File: src/sv/wts_pkg.sv
// Shared types and constants for the WAV stream to 8-bit stereo converter.
`timescale 1ns / 1ps

package wts_pkg;

    localparam logic [31:0] TAG_RIFF = 32'h4646_4952;
    localparam logic [31:0] TAG_WAVE = 32'h4556_4157;
    localparam logic [31:0] TAG_FMT  = 32'h2074_6D66;
    localparam logic [31:0] TAG_DATA = 32'h6174_6164;

    localparam logic [15:0] FMT_PCM  = 16'd1;
    localparam logic [7:0]  SIGN_FLIP = 8'd128;

    typedef enum logic [1:0] {
        KIND_PAIR   = 2'd0,
        KIND_HEADER = 2'd1,
        KIND_INVAL  = 2'd2,
        KIND_NOSUP  = 2'd3
    } kind_t;

    typedef struct packed {
        kind_t       kind;
        logic [7:0]  left_sample;
        logic [7:0]  right_sample;
        logic [31:0] rate_hz;
    } result_t;

endpackage

File: src/sv/wts_parser.sv
// Byte-wise RIFF/WAVE parser: header walk, fmt decode and frame sampling.
`timescale 1ns / 1ps

module wts_parser
    import wts_pkg::*;
(
    input  logic        clk,
    input  logic        rst_n,
    input  logic        advance,
    input  logic [7:0]  data_byte,
    output logic        emit,
    output result_t     result
);

    typedef enum logic [2:0] {
        PH_RIFF = 3'd0,
        PH_SUB  = 3'd1,
        PH_FMT  = 3'd2,
        PH_SKIP = 3'd3,
        PH_DATA = 3'd4,
        PH_ERR  = 3'd5
    } phase_t;

    phase_t       phase_reg, phase_next;
    logic [3:0]   byte_count_reg, byte_count_next;
    logic [31:0]  tag_word_reg, tag_word_next;
    logic [31:0]  chunk_length_reg, chunk_length_next;
    logic         fmt_seen_reg, fmt_seen_next;
    logic [15:0]  channel_count_reg, channel_count_next;
    logic [31:0]  sample_rate_reg, sample_rate_next;
    logic [15:0]  frame_bytes_reg, frame_bytes_next;
    logic [12:0]  sample_bytes_reg, sample_bytes_next;
    logic [31:0]  data_remaining_reg, data_remaining_next;
    logic [15:0]  frame_offset_reg, frame_offset_next;
    logic [7:0]   held_left_reg, held_left_next;
    logic [7:0]   held_right_reg, held_right_next;

    logic [31:0]  tag_shift;
    logic [31:0]  len_shift;
    logic [15:0]  half;
    logic         stereo;
    logic [16:0]  min_frame;
    logic [16:0]  left_pos;
    logic [16:0]  right_pos;
    logic [16:0]  offset_inc;
    logic [31:0]  skip_dec;
    logic [7:0]   left_out;
    logic [7:0]   right_out;

    assign tag_shift  = {data_byte, tag_word_reg[31:8]};
    assign len_shift  = {data_byte, chunk_length_reg[31:8]};
    assign half       = tag_shift[31:16];
    assign stereo     = (channel_count_reg >= 16'd2);
    assign min_frame  = stereo ? {3'b000, sample_bytes_reg, 1'b0}
                               : {4'b0000, sample_bytes_reg};
    assign left_pos   = {4'b0000, sample_bytes_reg} - 17'd1;
    assign right_pos  = {3'b000, sample_bytes_reg, 1'b0} - 17'd1;
    assign offset_inc = {1'b0, frame_offset_reg} + 17'd1;
    assign skip_dec   = (chunk_length_reg != 32'd0) ? chunk_length_reg - 32'd1
                                                    : chunk_length_reg;

    always_comb
    begin
        phase_next          = phase_reg;
        byte_count_next     = byte_count_reg;
        tag_word_next       = tag_word_reg;
        chunk_length_next   = chunk_length_reg;
        fmt_seen_next       = fmt_seen_reg;
        channel_count_next  = channel_count_reg;
        sample_rate_next    = sample_rate_reg;
        frame_bytes_next    = frame_bytes_reg;
        sample_bytes_next   = sample_bytes_reg;
        data_remaining_next = data_remaining_reg;
        frame_offset_next   = frame_offset_reg;
        held_left_next      = held_left_reg;
        held_right_next     = held_right_reg;
        left_out            = 8'd0;
        right_out           = 8'd0;
        emit                = 1'b0;
        result              = '{kind: KIND_INVAL, left_sample: 8'd0,
                                right_sample: 8'd0, rate_hz: 32'd0};

        unique case (phase_reg)
            PH_RIFF:
            begin
                tag_word_next = tag_shift;
                if (byte_count_reg == 4'd3 && tag_shift != TAG_RIFF)
                begin
                    phase_next = PH_ERR;
                    emit       = 1'b1;
                end
                else if (byte_count_reg == 4'd11)
                begin
                    if (tag_shift != TAG_WAVE)
                    begin
                        phase_next = PH_ERR;
                        emit       = 1'b1;
                    end
                    else
                    begin
                        byte_count_next = 4'd0;
                        phase_next      = PH_SUB;
                    end
                end
                else
                begin
                    byte_count_next = byte_count_reg + 4'd1;
                end
            end

            PH_SUB:
            begin
                if (byte_count_reg < 4'd4)
                    tag_word_next = tag_shift;
                else
                    chunk_length_next = len_shift;
                if (byte_count_reg == 4'd7)
                begin
                    byte_count_next = 4'd0;
                    if (tag_word_reg == TAG_DATA)
                    begin
                        emit = 1'b1;
                        if (!fmt_seen_reg || sample_bytes_reg == 13'd0 ||
                            {1'b0, frame_bytes_reg} < min_frame)
                        begin
                            phase_next = PH_ERR;
                            // Channel check sits between the fmt-present and
                            // sample-size checks.
                            if (fmt_seen_reg && channel_count_reg > 16'd2)
                                result.kind = KIND_NOSUP;
                        end
                        else if (channel_count_reg > 16'd2)
                        begin
                            phase_next  = PH_ERR;
                            result.kind = KIND_NOSUP;
                        end
                        else
                        begin
                            data_remaining_next = len_shift;
                            frame_offset_next   = 16'd0;
                            phase_next          = PH_DATA;
                            result.kind         = KIND_HEADER;
                            result.rate_hz      = sample_rate_reg;
                        end
                    end
                    else if (tag_word_reg == TAG_FMT)
                    begin
                        if (len_shift == 32'd0)
                        begin
                            phase_next = PH_ERR;
                            emit       = 1'b1;
                        end
                        else
                        begin
                            phase_next = PH_FMT;
                        end
                    end
                    else
                    begin
                        phase_next = (len_shift == 32'd0) ? PH_SUB : PH_SKIP;
                    end
                end
                else
                begin
                    byte_count_next = byte_count_reg + 4'd1;
                end
            end

            PH_FMT:
            begin
                tag_word_next = tag_shift;
                if (byte_count_reg == 4'd1 && half != FMT_PCM)
                begin
                    phase_next = PH_ERR;
                    emit       = 1'b1;
                end
                else
                begin
                    if (byte_count_reg == 4'd3)
                        channel_count_next = half;
                    if (byte_count_reg == 4'd7)
                        sample_rate_next = tag_shift;
                    if (byte_count_reg == 4'd13)
                        frame_bytes_next = half;
                    if (byte_count_reg == 4'd15)
                    begin
                        sample_bytes_next = half[15:3];
                        fmt_seen_next     = 1'b1;
                        byte_count_next   = 4'd0;
                        if (chunk_length_reg > 32'd16)
                        begin
                            chunk_length_next = chunk_length_reg - 32'd16;
                            phase_next        = PH_SKIP;
                        end
                        else
                        begin
                            phase_next = PH_SUB;
                        end
                    end
                    else if (chunk_length_reg == {28'd0, byte_count_reg} + 32'd1)
                    begin
                        // fmt body shorter than 16 bytes
                        phase_next = PH_ERR;
                        emit       = 1'b1;
                    end
                    else
                    begin
                        byte_count_next = byte_count_reg + 4'd1;
                    end
                end
            end

            PH_SKIP:
            begin
                chunk_length_next = skip_dec;
                if (skip_dec == 32'd0)
                begin
                    byte_count_next = 4'd0;
                    phase_next      = PH_SUB;
                end
            end

            PH_DATA:
            begin
                if (data_remaining_reg != 32'd0)
                begin
                    data_remaining_next = data_remaining_reg - 32'd1;
                    if ({1'b0, frame_offset_reg} == left_pos)
                        held_left_next = data_byte;
                    if (stereo && {1'b0, frame_offset_reg} == right_pos)
                        held_right_next = data_byte;
                    if (offset_inc < {1'b0, frame_bytes_reg})
                    begin
                        frame_offset_next = offset_inc[15:0];
                    end
                    else
                    begin
                        frame_offset_next = 16'd0;
                        left_out  = held_left_next;
                        right_out = stereo ? held_right_next : held_left_next;
                        if (sample_bytes_reg > 13'd1)
                        begin
                            left_out  = left_out + SIGN_FLIP;
                            right_out = right_out + SIGN_FLIP;
                        end
                        emit                = 1'b1;
                        result.kind         = KIND_PAIR;
                        result.left_sample  = left_out;
                        result.right_sample = right_out;
                    end
                end
            end

            PH_ERR:
            begin
                // drop every byte until reset
            end

            default:
            begin
                phase_next = PH_ERR;
            end
        endcase
    end

    always_ff @(posedge clk or negedge rst_n)
    begin
        if (!rst_n)
        begin
            phase_reg          <= PH_RIFF;
            byte_count_reg     <= '0;
            tag_word_reg       <= '0;
            chunk_length_reg   <= '0;
            fmt_seen_reg       <= 1'b0;
            channel_count_reg  <= '0;
            sample_rate_reg    <= '0;
            frame_bytes_reg    <= '0;
            sample_bytes_reg   <= '0;
            data_remaining_reg <= '0;
            frame_offset_reg   <= '0;
            held_left_reg      <= '0;
            held_right_reg     <= '0;
        end
        else if (advance)
        begin
            phase_reg          <= phase_next;
            byte_count_reg     <= byte_count_next;
            tag_word_reg       <= tag_word_next;
            chunk_length_reg   <= chunk_length_next;
            fmt_seen_reg       <= fmt_seen_next;
            channel_count_reg  <= channel_count_next;
            sample_rate_reg    <= sample_rate_next;
            frame_bytes_reg    <= frame_bytes_next;
            sample_bytes_reg   <= sample_bytes_next;
            data_remaining_reg <= data_remaining_next;
            frame_offset_reg   <= frame_offset_next;
            held_left_reg      <= held_left_next;
            held_right_reg     <= held_right_next;
        end
    end

endmodule

File: src/sv/wts_out_reg.sv
// Result register holding one item for the output channel.
`timescale 1ns / 1ps

module wts_out_reg
    import wts_pkg::*;
(
    input  logic    clk,
    input  logic    rst_n,
    input  logic    load,
    input  logic    emit,
    input  result_t result,
    input  logic    ready,
    output logic    free,
    output logic    valid,
    output result_t held
);

    logic    valid_reg, valid_next;
    result_t held_reg;

    assign free  = !valid_reg || ready;
    assign valid = valid_reg;
    assign held  = held_reg;

    always_comb
    begin
        valid_next = valid_reg && !ready;
        if (load)
            valid_next = emit;
    end

    always_ff @(posedge clk or negedge rst_n)
    begin
        if (!rst_n)
            valid_reg <= 1'b0;
        else
            valid_reg <= valid_next;
    end

    always_ff @(posedge clk)
    begin
        if (load && emit)
            held_reg <= result;
    end

endmodule

File: src/sv/wav_stream_to_8bit_stereo.sv
// Top level: WAV byte stream in, 8-bit stereo sample pairs and status out.
`timescale 1ns / 1ps

// Usage:
//   Feed the WAV file on the slave channel, one byte per item in s_tdata.
//   The master channel carries at most one result item per input byte:
//   m_tuser holds the kind (sample pair, header accepted, invalid data,
//   not supported) and m_tdata the left byte, right byte and sample rate.
//   A header-accepted item carries the fmt sample rate; an error item is
//   followed by silence, since every later byte is dropped until reset.
// Pipeline and throughput:
//   A byte is captured in the input register when accepted and parsed
//   from there; its result is loaded into the result register when the
//   parser advances and is then valid on the master side. One byte per
//   cycle is sustained while m_tready stays high; the parse is
//   combinational between the input register and the result register.
// Reset:
//   rst_n clears the valid flags of both registers and all parser state;
//   the parser waits for the RIFF tag.
// Stalls:
//   While m_tready is low a waiting result holds in the result register;
//   the parser stops for as long as that register holds an untaken item,
//   the input register then holds its byte and s_tready drops.

module wav_stream_to_8bit_stereo
    import wts_pkg::*;
(
    input  logic        clk,
    input  logic        rst_n,
    input  logic        s_tvalid,
    output logic        s_tready,
    input  logic [7:0]  s_tdata,   // [7:0] data_byte
    output logic        m_tvalid,
    input  logic        m_tready,
    output logic [47:0] m_tdata,   // [7:0] left_sample, [15:8] right_sample,
                                   // [47:16] rate_hz
    output logic [1:0]  m_tuser    // [1:0] kind
);

    logic       in_valid_reg, in_valid_next;
    logic [7:0] in_byte_reg;
    logic       result_room;
    logic       advance;
    logic       emit;
    result_t    result;
    result_t    held;

    // Parse the held byte whenever the result register can take its item.
    assign advance  = in_valid_reg && result_room;
    assign s_tready = !in_valid_reg || advance;

    always_comb
    begin
        in_valid_next = in_valid_reg;
        if (s_tvalid && s_tready)
            in_valid_next = 1'b1;
        else if (advance)
            in_valid_next = 1'b0;
    end

    always_ff @(posedge clk or negedge rst_n)
    begin
        if (!rst_n)
            in_valid_reg <= 1'b0;
        else
            in_valid_reg <= in_valid_next;
    end

    // Capture the incoming byte; payload needs no reset.
    always_ff @(posedge clk)
    begin
        if (s_tvalid && s_tready)
            in_byte_reg <= s_tdata;
    end

    wts_parser u_parser (
        .clk       (clk),
        .rst_n     (rst_n),
        .advance   (advance),
        .data_byte (in_byte_reg),
        .emit      (emit),
        .result    (result)
    );

    wts_out_reg u_out_reg (
        .clk    (clk),
        .rst_n  (rst_n),
        .load   (advance),
        .emit   (emit),
        .result (result),
        .ready  (m_tready),
        .free   (result_room),
        .valid  (m_tvalid),
        .held   (held)
    );

    assign m_tdata = {held.rate_hz, held.right_sample, held.left_sample};
    assign m_tuser = held.kind;

endmodule

File: config.mk
export PLATFORM = sky130hd
export DESIGN_NAME = wav_stream_to_8bit_stereo
export DESIGN_NICKNAME = d
export VERILOG_FILES = /design/src/sv/wts_pkg.sv /design/src/sv/wts_parser.sv /design/src/sv/wts_out_reg.sv /design/src/sv/wav_stream_to_8bit_stereo.sv
export SDC_FILE = /design/constraint.sdc
export NUM_CORES = 1
export LEC_CHECK = 0
export BUFFER_PORTS_ARGS = -buffer_cell sky130_fd_sc_hd__buf_4
export CAP_MARGIN = 20
export CORE_UTILIZATION = 52
export DETAILED_ROUTE_END_ITERATION = 10
export GPL_ROUTABILITY_DRIVEN = 1
export PLACE_DENSITY = 0.69
export SLEW_MARGIN = 25
export SYNTH_ARGS = -nofsm -noshare
export SYNTH_HDL_FRONTEND = slang
export SYNTH_HIERARCHICAL = 1
export SYNTH_SLANG_ARGS = --single-unit
File: constraint.sdc
create_clock -name clk -period 5.4 [get_ports clk]
set_clock_uncertainty 0.1 [all_clocks]
set_input_delay 0.81 -clock clk [delete_from_list [all_inputs] [get_ports clk]]
set_output_delay 0.81 -clock clk [all_outputs]
set_load 0.1 [all_outputs]
---- Word level (Yosys, flattened, before mapping) ----
Index checks and enable logic that the tools add are counted.
word-level totals
  register bits after elaboration ......... 273
  input port bits ......................... 12
  output and inout bits ................... 52
  word-level logic and storage cells ...... 200
operators by class
  add/sub/neg operators ................... 10
  order comparisons ....................... 7
  equal/unequal tests ..................... 35
  mux-type cells .......................... 80
  bitwise logic cells ..................... 7
  reductions and logical operators ........ 41
operators with widths
  kind                   number
  $mux 32                11
  $pmux 32 s2            2
  $mux 16                6
  $pmux 32 s3            1
  $mux 8                 9
  $logic_not 32->1       2
  $ne 32x31->1 const B   2
  $reduce_bool 32->1     2
  $sub 32x1->32 const B  2
  $mux 18                2
  $mux 3                 12
  $eq 16x17->1           2
  $eq 32x30->1 const B   1
  $eq 32x31->1 const B   1
  $eq 32x32->1           1
  $gt 32x5->1 const B    1
  $mux 4                 8
  $pmux 16 s2            1
  $sub 32x5->32 const B  1
  $add 16x1->17 const B  1
  $lt 16x17->1           1
  $lt 17x16->1           1
  $mux 1                 17
  $add 8x8->8 const B    2
  other kinds (44)       91

---- Depth between registers and ports, before layout ----
Gate-level depths: netlist (run 1).
  word-level depth ........................ 12
  mapped depth ............................ 17
  depth with buffers taken out ............ 15

---- By module ----
Netlist (run 1), hierarchy kept.
modules (own cells, without submodules)
  module                     instances  cells an instance  area an instance (sq um)  sequential area each (sq um)
  wts_parser                 1          1609               14268.7                   5330.1
  wts_out_reg                1          54                 1556.5                    1526.5
  wav_stream_to_8bit_stereo  1          13                 300.3                     265.3

---- Least setup slack after synthesis (run 1) ----
No wires, ideal clock.
  kind .................................... reg2reg
  start point ............................. register u_parser.channel_count_reg[10]
  end point ............................... register u_parser.data_remaining_reg[18]
  setup time .............................. 137 ps
  data arrival time ....................... 4096 ps
  data required time ...................... 5163 ps
  slack ................................... 1067 ps
  stages on the path, launching flop included .. 17
  path buffers ............................ 4
  clock period less this slack ............ 4333 ps
  path through ............................ dfrtp_1 > or4_1 > nor4_2 > clkbuf_1 > clkbuf_1 > mux2i_1 > ha_1 > a21o_1 > a21o_1 > a21oi_1 > o21ai_0 > o21ai_0 > o21ai_1 > buf_2 > buf_2 > a31oi_1 > a21oi_1
on the way
  longest elaborated chain between the ends .. 6
  elaborated cells between the ends (all ways) .. 8
  classes of those cells .................. order compare: 3; eq/ne: 2; mux: 1; reduce/logical: 2
RTL lines
  what                            RTL line           RTL
  start: declaration              wts_parser.sv:29   logic [15:0] channel_count_reg, channel_count_next;
  start signal: assignment        wts_parser.sv:291  channel_count_reg <= channel_count_next;
  $ge 16x2->1                     wts_parser.sv:53   assign stereo = (channel_count_reg >= 16'd2);
  $mux 14                         wts_parser.sv:54   assign min_frame = stereo ? {3'b000, sample_bytes_reg, 1'b0}
  $lt 16x17->1                    wts_parser.sv:124  {1'b0, frame_bytes_reg} < min_frame)
  $logic_or 1x1->1                wts_parser.sv:123  if (!fmt_seen_reg || sample_bytes_reg == 13'd0 ||
  $ne 2x2->1 (no line)            --
  $reduce_and 7->1 (no line) (*)  --
  end signal: assignment          wts_parser.sv:295  data_remaining_reg <= data_remaining_next;
  end: declaration                wts_parser.sv:33   logic [31:0] data_remaining_reg, data_remaining_next;
Mark *: on every way between the ends. The rest lies on a longest branch, timed or not.
A chain may end at the register's enable or synchronous reset.

---- Worst setup path in the final report (run 1) ----
  start point ............................. register u_parser.channel_count_reg[10]
  end point ............................... register u_parser.data_remaining_reg[17]
Same word-level chain as after synthesis.

==> results of run 1 <==
[final cells by class]
class                           instances  area (um^2)  share of cell area [%]
Multi-Input combinational cell       1214         8308                   46.69
Sequential cell                       273         7122                   40.02
Clock buffer                           47        874.6                   4.915
Timing Repair Buffer                   88        680.7                   3.825
Tap cell                              396        495.5                   2.784
Inverter                               49        183.9                   1.034
Clock inverter                          9        131.4                  0.7382
[per-layer routing]
metal,part of all wire [%],global-route usage (%),vias up
met3,6.1,2.941,110
li1,-,-,6100
met1,45,37.14,6383
met4,3.5,10.11,0
met2,46,43.06,495
met5,0,0,-
[per-stage QoR]
step / setup slack (ns) / utilization [%] / instances / hold slack [ns] / total power [mW]
2_1_floorplan: 1.067 / - / 1676 / 0.3429 / 5.138
3_3_place_gp: 0.8162 / 54.87 / 2020 / 0.3575 / 5.906
3_5_place_dp: 0.7142 / 54.89 / 2020 / 0.3608 / 5.974
4_1_cts: 0.7083 / 58.18 / 2076 / 0.1669 / 8.048
5_1_grt: 0.3448 / 58.18 / 2076 / 0.1869 / 8.544
6_report: 0.7104 / 58.18 / 2076 / 0.1327 / 8.080
[placed cells by master (no fill, tap or decap), types with 6 or more instances in the layout]
cell and instances:
sky130_fd_sc_hd__or3_1 25, sky130_fd_sc_hd__ha_1 39, sky130_fd_sc_hd__a31oi_1 35, sky130_fd_sc_hd__inv_1 49, sky130_fd_sc_hd__mux2_2 110, sky130_fd_sc_hd__nand2b_1 20
sky130_fd_sc_hd__mux2i_1 26, sky130_fd_sc_hd__a21oi_1 69, sky130_fd_sc_hd__nor3_1 42, sky130_fd_sc_hd__a21o_1 22, sky130_fd_sc_hd__clkbuf_8 6, sky130_fd_sc_hd__nand3_1 39
sky130_fd_sc_hd__edfxtp_1 58, sky130_fd_sc_hd__clkbuf_1 11, sky130_fd_sc_hd__a221oi_1 13, sky130_fd_sc_hd__a211oi_1 15, sky130_fd_sc_hd__nand2_1 126, sky130_fd_sc_hd__o22ai_1 17
sky130_fd_sc_hd__nor2b_1 12, sky130_fd_sc_hd__and2_1 41, sky130_fd_sc_hd__nor3b_1 10, sky130_fd_sc_hd__and3_1 10, sky130_fd_sc_hd__a22oi_1 6, sky130_fd_sc_hd__dfrtp_1 215
sky130_fd_sc_hd__o31ai_1 11, sky130_fd_sc_hd__or2_2 8, sky130_fd_sc_hd__nor2_1 114, sky130_fd_sc_hd__nand4_1 27, sky130_fd_sc_hd__clkbuf_16 30, sky130_fd_sc_hd__a22o_1 13
sky130_fd_sc_hd__buf_4 86, sky130_fd_sc_hd__xor2_1 30, sky130_fd_sc_hd__o21ai_0 123, sky130_fd_sc_hd__nor4_1 30, sky130_fd_sc_hd__o211ai_1 7, sky130_fd_sc_hd__or4_1 16
sky130_fd_sc_hd__xnor2_1 42
[kinds of logic after synthesis]
| kind of cell | after synthesis | synth area share, % |
|---|---|---|
| xor+xnor | 74 | 4.190 |
| compound gates | 402 | 16.13 |
| simple gates | 563 | 18.65 |
| buf+inv | 189 | 4.547 |
| mux | 136 | 9.295 |
| fa+ha+maj | 39 | 3.026 |
| flops | 273 | 44.17 |
[worst min path at each step]
stage	startpoint	end	slack (ns)	cells past startpoint
final	rst_n	u_parser/sample_rate_reg[6]	0.13	1
after global routing	rst_n	u_parser/sample_rate_reg[6]	0.19	1
after CTS	rst_n	u_parser/sample_rate_reg[14]	0.17	1
after detailed placement	u_parser/data_remaining_reg[29]	u_parser/data_remaining_reg[29]	0.36	1
after global placement	u_parser/data_remaining_reg[29]	u_parser/data_remaining_reg[29]	0.36	1
after floorplan	u_parser/data_remaining_reg[29]	u_parser/data_remaining_reg[29]	0.34	1
[worst register-to-register path, cell delays in order, from the launching register on]
cell and delay [ns]:
sky130_fd_sc_hd__dfrtp_1 0.37, sky130_fd_sc_hd__or4_1 0.60, sky130_fd_sc_hd__nor4_4 0.60, sky130_fd_sc_hd__buf_4 0.36
sky130_fd_sc_hd__mux2i_1 0.11, sky130_fd_sc_hd__ha_1 0.20, sky130_fd_sc_hd__a21o_1 0.17, sky130_fd_sc_hd__a21o_1 0.16
sky130_fd_sc_hd__a21oi_1 0.20, sky130_fd_sc_hd__nand2_1 0.09, sky130_fd_sc_hd__a311oi_2 0.44, sky130_fd_sc_hd__o21ai_2 0.15
sky130_fd_sc_hd__buf_4 0.23, sky130_fd_sc_hd__nand2_1 0.55, sky130_fd_sc_hd__o21ai_0 0.21
[where the power goes]
group	leakage (nW)	internal (mW)	switching, mW
clock network	0.478	1.21	0.852
logic	3.82	1.17	1.63
registers	3.21	2.47	0.748
total	7.51	4.85	3.23
==> summary.md, run 1 <==
After detailed routing, the number of vias per cell comes to 6.304. By count the netlist is led by sky130_fd_sc_hd__dfrtp_1 (215), sky130_fd_sc_hd__nand2_1 (126), sky130_fd_sc_hd__o21ai_0 (123). The flow ran to the end, and the final reports show no timing, DRC or antenna violations. The die covers 31720 um^2.

In this run the critical register-to-register path is captured at u_parser/data_remaining_reg[17]. The most critical setup path has its endpoint at u_parser/data_remaining_reg[17]. In this run the tightest slew margin relative to its limit is 32.37%. The floorplan step defined a core boundary enclosing 30590 um^2. For this run, the slowest stage of the critical path takes 0.60 ns. Kind of start point of the critical path: a register. The worst-path cell with the longest stage delay was sky130_fd_sc_hd__or4_1. Of the available clock period, the critical path in the final layout requires 86.84%.

Entering global routing, the biggest net connects 127 pins. The initial cell density of the core was 52.72%; the number of antenna cells inserted was 0. Final count of negative-setup-slack endpoints: 0. The worst setup path is captured at a register. The worst IR drop on VDD was 0.0003146 V.

The power per cell area came out at 454.1 nW/um^2. The post-CTS setup-driven buffer insertion count is 0. The register clock-pin slew on the reported worst setup and hold paths is 0.06 ns.

The logs give 1727 for the synthesized netlist net count and 273 for the number of clock sinks. Count of buffers from port buffering: 63. The number of synthesized flops with an enable pin was 58; the post-synthesis cell count was 1676. The largest total area in the synthesized netlist belongs to sky130_fd_sc_hd__dfrtp_1. For the number of hold-slack violations in the final timing report, the log shows 0.

Worst hold-check path type: in -> async. Setup repair after global routing left no endpoint under its margin. The number of pins with negative max-slew slack in the final report was 0; the number of antenna violations at the first check in global routing was 0.

In the final routed layout, each cell accounts on average for 20.17 um. Sequential cells were found to cover 44.17% of the synthesized design area. For the number of DRC markers after the initial detailed-route iteration, the log shows 1333.

The layout cell share with drive strength beyond 1 came out at 17.08%. Of all flip-flops after synthesis, the portion carrying an async set or reset was 78.75%. The depth of the critical timing path with buffers and inverters included is 14, and the TritonCTS buffer count is 30. STA puts the critical path data arrival time at 5.00 ns. The combined global-route utilization of all metal layers was 26.77%; the fraction of synthesized cell area taken by the top area cell type was 33.36%. First element of the critical path: u_parser/channel_count_reg[10].

The combined buffer and inverter count along the critical path is 2. The required time at the endpoint of the critical path is 5.72 ns. The kind of cell adding the most delay to the critical path is simple AND/OR/NAND/NOR gates. The number of optimization iterations in the first detailed-route pass came out at 7. In this run the critical register-to-register path is launched from u_parser/channel_count_reg[10]. Top fanout value on the critical path: 19. Measured along the x axis, the die boundary spans 178.1 um. Subtracting the final worst setup slack from the clock period gives 4.690 ns. The depth of the worst register-to-register path is 14, and the total length of routed wires is 41870 um. The flip-flop count of the largest register, all copies and words added works out to 50. The number of placed I/O pins was 64; the area of the mapped netlist was 16130 um^2.

The net count of the finished layout is 1707. The number of global-route vias before repair is 12520, and the layout overhead on the synthesized area is 10.36%. Maximum clock path buffer count: 3. The tools report the post-CTS resize count as 0. For this run, design rule violations remaining after detail routing come to 0. The final non-filler cell area is 17800 um^2, and the flop and latch count out of synthesis is 273. The number of buffers added to fix hold violations after cts is 0, and the H-tree depth is 1. Summed over all nets, the half-perimeter wirelength after detailed placement is 28070 um. Across the run, the number of max-cap violations was 0. Static timing analysis puts the maximum clock frequency at 213.2 MHz.

The height of the die is 178.1 um. The first global-routing pass estimated 67370 um of wire. Summed over all failing endpoints, the final setup total negative slack is 0 ns. The post-synthesis area per instance was 9.621 um^2. Most frequent cell after synthesis: sky130_fd_sc_hd__dfrtp_1.

The Yosys step of the flow raised 6 warnings. Cell area after placement: 16790 um^2. For the site row count, the log shows 64.

Clock tree synthesis selected as its root buffer the cell sky130_fd_sc_hd__clkbuf_16. At the pin with the least slew margin, the transition time is 1.005 ns. The via total after detailed routing is 13088.

In the post-synthesis netlist, the biggest area contributors are sky130_fd_sc_hd__dfrtp_1 (33%), sky130_fd_sc_hd__edfxtp_1 (11%), sky130_fd_sc_hd__mux2_2 (7.7%). For the worst reg-to-reg setup slack, the log shows 0.71 ns. The source-to-sink clock delay at the later pin of the worst-skew pair came out at 0.58 ns. For the number of fill cells in the layout, the log shows 2625. Routability-driven placement finished with a final weighted congestion of 0.9276.

For the static leakage power, the log shows 7.512 nW. TritonCTS built the clock tree. The most common flop cell mapped by yosys was sky130_fd_sc_hd__dfrtp_1. Traced cell by cell, the critical path runs through or4_1, nor4_4, buf_4, mux2i_1, ha_1, a21o_1, a21o_1, a21oi_1, nand2_1, a311oi_2, o21ai_2, buf_4, nand2_1, o21ai_0.

The number of nets still failing antenna checks after routing was 0. The critical path is of the reg -> reg type. Global routing finished with a remaining overflow of 0.

Yosys mapped the design onto 88 distinct sky130hd cell types.
Note: power is estimated with default switching activity, not from simulation.
==> run 2: changes to the inputs <==
CAP_MARGIN = default   (was 20)
REMOVE_ABC_BUFFERS = 1   (was default)
SKIP_LAST_GASP = 1   (was default)
==> summary.md, run 2 (synthesized netlist as in run 1, its figures left out) <==
The first detailed-routing pass took 6 iterations. The die is 178.1 um wide. The later pin in the worst-skew pair is clocked with a latency of 0.55 ns. After clock tree synthesis, the flow added hold-fix buffers numbering 0. The register clock-pin slew on the reported worst setup and hold paths came out at 0.06 ns. Summed over all layers, the routed wires come to 42640 um. The routed layout has 13223 vias.

CTS saw 273 sinks. The H-tree depth came out at 1. Setup slack on the worst reg-to-reg path comes out at 0.62 ns. The maximum clock path buffer count was 3. The worst pin sits at a relative slew slack of 37.90%. The time the final worst path needs with I/O delays and setup was 4.783 ns. The number of antenna violations at the first check in global routing came out at 0.

In this run the clock root is driven by a sky130_fd_sc_hd__clkbuf_16. Highest routed metal layer: met4. The worst path meets setup with 0.6171 ns of slack.

Timing analysis after detailed placement gives a worst setup slack of 0.6661 ns. For this run, the slowest stage of the critical path takes 0.69 ns. The DRC violations left came out at 0. For the leftover overflow at the end of global routing, the log shows 0.

In the detailed route, the total length drawn on met2 is 19690 um. For this run, the number of standard cells in the final layout without fillers is 2078. The number of pins with negative max-slew slack in the final report is 0, and the top fanout value on the critical path is 19.

STA classifies the critical path startpoint as a register. Max-cap violations in this run came to 0. The worst setup path is captured at a register. The slew at the pin closest to its max-slew limit is 0.9315 ns, and the met1 wire length is 18750 um. In this run the critical register-to-register path is launched from u_parser/channel_count_reg[10].

For the final non-filler cell area, the log shows 17790 um^2. Type of the worst setup path: reg -> reg. Compared with the post-synthesis result, the final layout area differs by 10.32%. In this run the critical register-to-register path is captured at u_parser/frame_offset_reg[14]. Cells with a size suffix above 1 make up 17.31% of the layout. The tools report the pin count of the biggest net entering global routing as 114. The count of buffers from port buffering came out at 63. The wire length per cell after detailed routing is 20.52 um, and the area of the core region is 30590 um^2.

Leaving out fill and tap cells, the most frequent cell in the layout is sky130_fd_sc_hd__dfrtp_1. The site row count was 64. Post-CTS setup-driven buffer insertion count: 0. TritonCTS created 29 clock buffers. The tools report the number of hold-slack violations in the final timing report as 0. STA puts the critical path data arrival time at 5.11 ns. The combined global-route utilization of all metal layers was 27.05%; the total placed cells including tap cells was 2025.

For the initial cell density of the core, the log shows 52.72%. The required time at the endpoint of the critical path was 5.72 ns. The run gives 16810 um^2 as the cell area after placement.

The largest individual stage delay along the critical path comes from the cell sky130_fd_sc_hd__nor4_4. Dividing the detail-routed via count by the number of cells gives 6.363. The layout has 2612 filler cells. The logs give 28480 um for the half-perimeter wire length after detailed placement and 0.0002705 V for the worst IR drop on VDD. The run finished with clean final reports.

Of the available clock period, the critical path in the final layout requires 88.57%. The path class of the tightest hold or removal check is in -> async. TritonCTS built the clock tree.

Setup repair after global routing left no endpoint under its margin. Together, buffers and inverters on the worst path number 0. The number of global-route vias before repair is 12454, and the flip-flop count of the largest register, all copies and words added is 50. The final layout net count was 1711; the combined area of the multi-input logic cells was 8308 um^2. Summed over all cells, the static leakage comes to 7.528 nW. After detailed routing, the met3 layer carries 2990 um of wire. On the critical path the largest part of the delay comes from simple AND/OR/NAND/NOR gates.

For the floorplan die area, the log shows 31720 um^2. The number of placed I/O pins is 64, and the final count of negative-setup-slack endpoints is 0. The number of DRC markers after the initial detailed-route iteration is 1281, and the depth of the worst register-to-register path is 12. The die is 178.1 um tall. The core occupancy in the finished layout came out at 58.16%. In the layout the commonest cells are sky130_fd_sc_hd__dfrtp_1 (215), sky130_fd_sc_hd__nand2_1 (126), sky130_fd_sc_hd__o21ai_0 (123), sky130_fd_sc_hd__nor2_1 (114), sky130_fd_sc_hd__mux2_2 (110). Power per cell area: 453.4 nW/um^2.

The global placer's final weighted congestion came out at 0.9365. Achievable frequency: 209.1 MHz. The signal on the critical path passes through or4_1, nor4_4, mux2i_1, ha_1, a21o_1, a21o_1, a21oi_1, o21ai_0, o21ai_0, o21ai_2, nand2_1, a22o_1. The number of gates resized after CTS was 0.

The count of nets left with antenna violations once routing finished came out at 0. The first global-routing pass estimated 67800 um of wire. In the final layout, flip-flops and latches occupy 7122 um^2.
[run 2: cell types whose count changed in the layout (fill, tap and decap cells not counted), sizes merged]
| cell | delta |
|---|---|
| buf | +5 |
| clkbuf | -5 |
| clkinvlp | -2 |
| bufinv | +1 |
| clkinv | +1 |
| diode | +1 |
| inv | +1 |
[run 2: final cells by class]
class | instances | share of cell area (%)
antenna | 1 | 0.01407
tap | 396 | 2.785
multi-input combinational | 1214 | 46.70
clock buffer | 42 | 4.691
timing repair buffer | 93 | 3.967
sequential | 273 | 40.03
clock inverter | 10 | 0.7737
inverter | 49 | 1.034
[run 2: routing by layer]
| metal | vias up | GRT usage [%] |
|---|---|---|
| li1 | 6106 | - |
| met1 | 6468 | 37.54 |
| met2 | 556 | 42.80 |
| met3 | 93 | 4.113 |
| met4 | 0 | 9.900 |
| met5 | - | 0 |
[run 2: worst max path at each step]
stage                                          to  cells after the start                           start
finish              u_parser/frame_offset_reg[14]                     12  u_parser/channel_count_reg[10]
global route         u_parser/frame_offset_reg[8]                     12  u_parser/channel_count_reg[10]
CTS                 u_parser/frame_offset_reg[14]                     12  u_parser/channel_count_reg[10]
detailed placement  u_parser/frame_offset_reg[12]                     12  u_parser/channel_count_reg[10]
global placement    u_parser/frame_offset_reg[12]                     12  u_parser/channel_count_reg[10]
floorplan           u_parser/frame_offset_reg[12]                     12  u_parser/channel_count_reg[10]
[run 2: power breakdown]
group | switching [mW] | leakage, nW | total, mW | internal, mW
Clock | 0.830 | 0.473 | 2.04 | 1.21
Sequential | 0.758 | 3.21 | 3.23 | 2.47
Combinational | 1.64 | 3.84 | 2.80 | 1.16
Total | 3.23 | 7.53 | 8.07 | 4.84
[run 2: per-stage QoR]
stage	setup TNS, ns	power, mW	hold WS, ns
after floorplan	-42.03	5.016	0.3429
after global placement	0	5.887	0.3609
after detailed placement	0	5.967	0.3648
after CTS	0	8.016	0.2745
after global routing	0	8.519	0.2878
final	0	8.065	0.1984
==> run 3: changes to the inputs <==
BUFFER_PORTS_ARGS = default   (was -buffer_cell sky130_fd_sc_hd__buf_4)
DONT_BUFFER_PORTS = 1   (was default)
PLACE_DENSITY = 0.67   (was 0.69)
SKIP_CTS_REPAIR_TIMING = 1   (was default)
SLEW_MARGIN = 5   (was 25)
==> summary.md, run 3 (synthesized netlist as in run 1, its figures left out) <==
The flow ran to the end, but the final reports show violations. The checks that failed: hold timing. The kind of end point of the critical path is a register.

Setup slack on the worst reg-to-reg path comes out at 0.65 ns. The static leakage power was 7.240 nW. Leaving out fill and tap cells, the most frequent cell in the layout is sky130_fd_sc_hd__dfrtp_1. The worst IR drop on VDD is 0.0003209 V, and the total placed cells including tap cells is 1958.

The run gives 64 as the site row count. The initial utilization of the core area, before any placement, comes to 52.72%. The tools report the kind of start point of the critical path as a register.

Measured in cells, the most critical reg-to-reg path has a length of 14. The worst hold slack is -0.1563 ns. Of all nets on the critical path, the largest fanout is 22. The arrival time at the worst endpoint came out at 5.11 ns. Setup repair after global routing left no endpoint under its margin. The top cell types in the final layout, fill and taps aside, are sky130_fd_sc_hd__dfrtp_1 (215), sky130_fd_sc_hd__nand2_1 (126), sky130_fd_sc_hd__o21ai_0 (123), sky130_fd_sc_hd__nor2_1 (114), sky130_fd_sc_hd__mux2_2 (110).

The number of nets still failing antenna checks after routing is 0, and the die width is 178.1 um. The source-to-sink clock delay at the later pin of the worst-skew pair came out at 0.56 ns. The count of buffers from port buffering was 0; the non-filler instance count after layout was 2014. Before CTS, the worst setup slack after placement is 0.6772 ns. Cells fill 56.60% of the core in the end.

The tools report the number of placed I/O pins as 64. The wire length of the first global-routing pass is 67060 um. The number of global-route vias before repair is 12280. The height of the die is 178.1 um, and the number of DRC markers after the initial detailed-route iteration is 1018. The logs give 0 for the number of pins with negative max-slew slack in the final report and 28230 um for the half-perimeter wire length after detailed placement. The tree is rooted in a sky130_fd_sc_hd__clkbuf_16.

The layout cell share with drive strength beyond 1 is 13.66%, and the achievable frequency is 210.5 MHz. The number of fill cells in the layout came out at 2629. After detailed routing, the number of remaining DRC violations is 0. The number of antenna violations at the first check in global routing is 0, and the cell area after placement is 16300 um^2. TritonCTS built the clock tree.

After routing the design area is 17310 um^2. For the pin with the worst max-slew slack, the measured transition is 1.188 ns. STA puts the critical path data required time at 5.76 ns. Routability-driven placement finished with a final weighted congestion of 0.9336.

Dividing the final minimum period by the clock period gives 87.97%. The time the final worst path needs with I/O delays and setup was 4.750 ns. Final count of negative-setup-slack endpoints: 0. The clock passes through at most 3 buffers. After detailed routing, the average wire length per cell comes to 20.99 um. In this run the critical register-to-register path is launched from u_parser/channel_count_reg[10]. TritonCTS buffer count: 30.

The tools report the pin count of the biggest net entering global routing as 216. Global routing used 26.99% of the available tracks. Total power for the finished layout comes to 8.058 mW. For this block, the routed nets add up to 42280 um of wire. The per-cell via count in the routed design is 6.332. The total of max-cap violations is 0, and the final-layout setup total negative slack is 0 ns.

After clock tree synthesis, the clock-pin slew on the worst setup and hold paths is 0.06 ns. The run gives 1 as the H-tree depth. The area of the core region came out at 30590 um^2. The die covers 31720 um^2. CTS saw 273 sinks. Setup slack on the critical path of the routed design comes to 0.6497 ns. The number of hold-slack violations in the final timing report is 215.

For this design the ratio of total power to cell area is 465.4 nW/um^2. In this run the critical register-to-register path is captured at u_parser/data_remaining_reg[0]. The number of antenna cells inserted was 0; the layout overhead on the synthesized area was 7.371%. In this run the tightest slew margin relative to its limit is 20.47%. The final layout contains 1645 nets. The worst hold path belongs to the class in -> async. The setup path with the least slack is of type reg -> reg. Flip-flop count of the largest register, all copies and words added: 50. After global routing the overflow that remains totals 0. The tools report the sequential standard cell area as 7122 um^2. Summing all multi-input logic gate instances after layout gives 8302 um^2. The via total after detailed routing was 12752. The pre-antenna-repair detailed-routing pass consisted of 5 iterations.
## run 3: layer usage
metal | GRT usage, % | routed length [um] | vias to the layer above
met5 | 0 | 0 | -
met4 | 10.11 | 1483 | 0
met3 | 4.668 | 2784 | 98
met2 | 44.23 | 19710 | 481
met1 | 35.64 | 18300 | 6207
li1 | - | - | 5966
## run 3: power breakdown
part           internal, mW  switching (mW)  total, mW
clock                  1.28           0.826       2.11
combinational          1.15            1.56       2.72
sequential             2.47           0.762       3.23
## run 3: worst max-delay path, stage by stage (launching register included)
cell                       delay [ns]
sky130_fd_sc_hd__dfrtp_1         0.37
sky130_fd_sc_hd__or4_1           0.61
sky130_fd_sc_hd__nor4_4          0.54
sky130_fd_sc_hd__buf_4           0.35
sky130_fd_sc_hd__a21oi_1         0.12
sky130_fd_sc_hd__ha_1            0.32
sky130_fd_sc_hd__a21o_1          0.16
sky130_fd_sc_hd__a21o_1          0.17
sky130_fd_sc_hd__a21oi_1         0.18
sky130_fd_sc_hd__a211oi_1        0.11
sky130_fd_sc_hd__o21ai_0         0.45
sky130_fd_sc_hd__o21ai_2         0.09
sky130_fd_sc_hd__buf_4           0.21
sky130_fd_sc_hd__and2_1          0.45
sky130_fd_sc_hd__o221a_2         0.41
## run 3: area by class of cell
class	instances	share of cell area [%]
Sequential cell	273	41.13
Clock buffer	45	4.719
Timing Repair Buffer	26	1.127
Multi-Input combinational cell	1214	47.95
Tap cell	396	2.862
Inverter	49	1.062
Clock inverter	11	1.149
## run 3: worst max path at each step
stage / endpoint / from / slack, ns / depth (start not counted)
finish: u_parser/data_remaining_reg[0] / u_parser/channel_count_reg[10] / 0.65 / 14
global route: u_parser/data_remaining_reg[26] / u_parser/channel_count_reg[10] / 0.43 / 14
CTS: u_parser/data_remaining_reg[0] / u_parser/channel_count_reg[10] / 0.66 / 14
detailed placement: u_parser/data_remaining_reg[0] / u_parser/channel_count_reg[10] / 0.68 / 14
global placement: u_parser/data_remaining_reg[0] / u_parser/channel_count_reg[10] / 0.74 / 14
floorplan: u_parser/frame_offset_reg[12] / u_parser/channel_count_reg[10] / -1.06 / 12
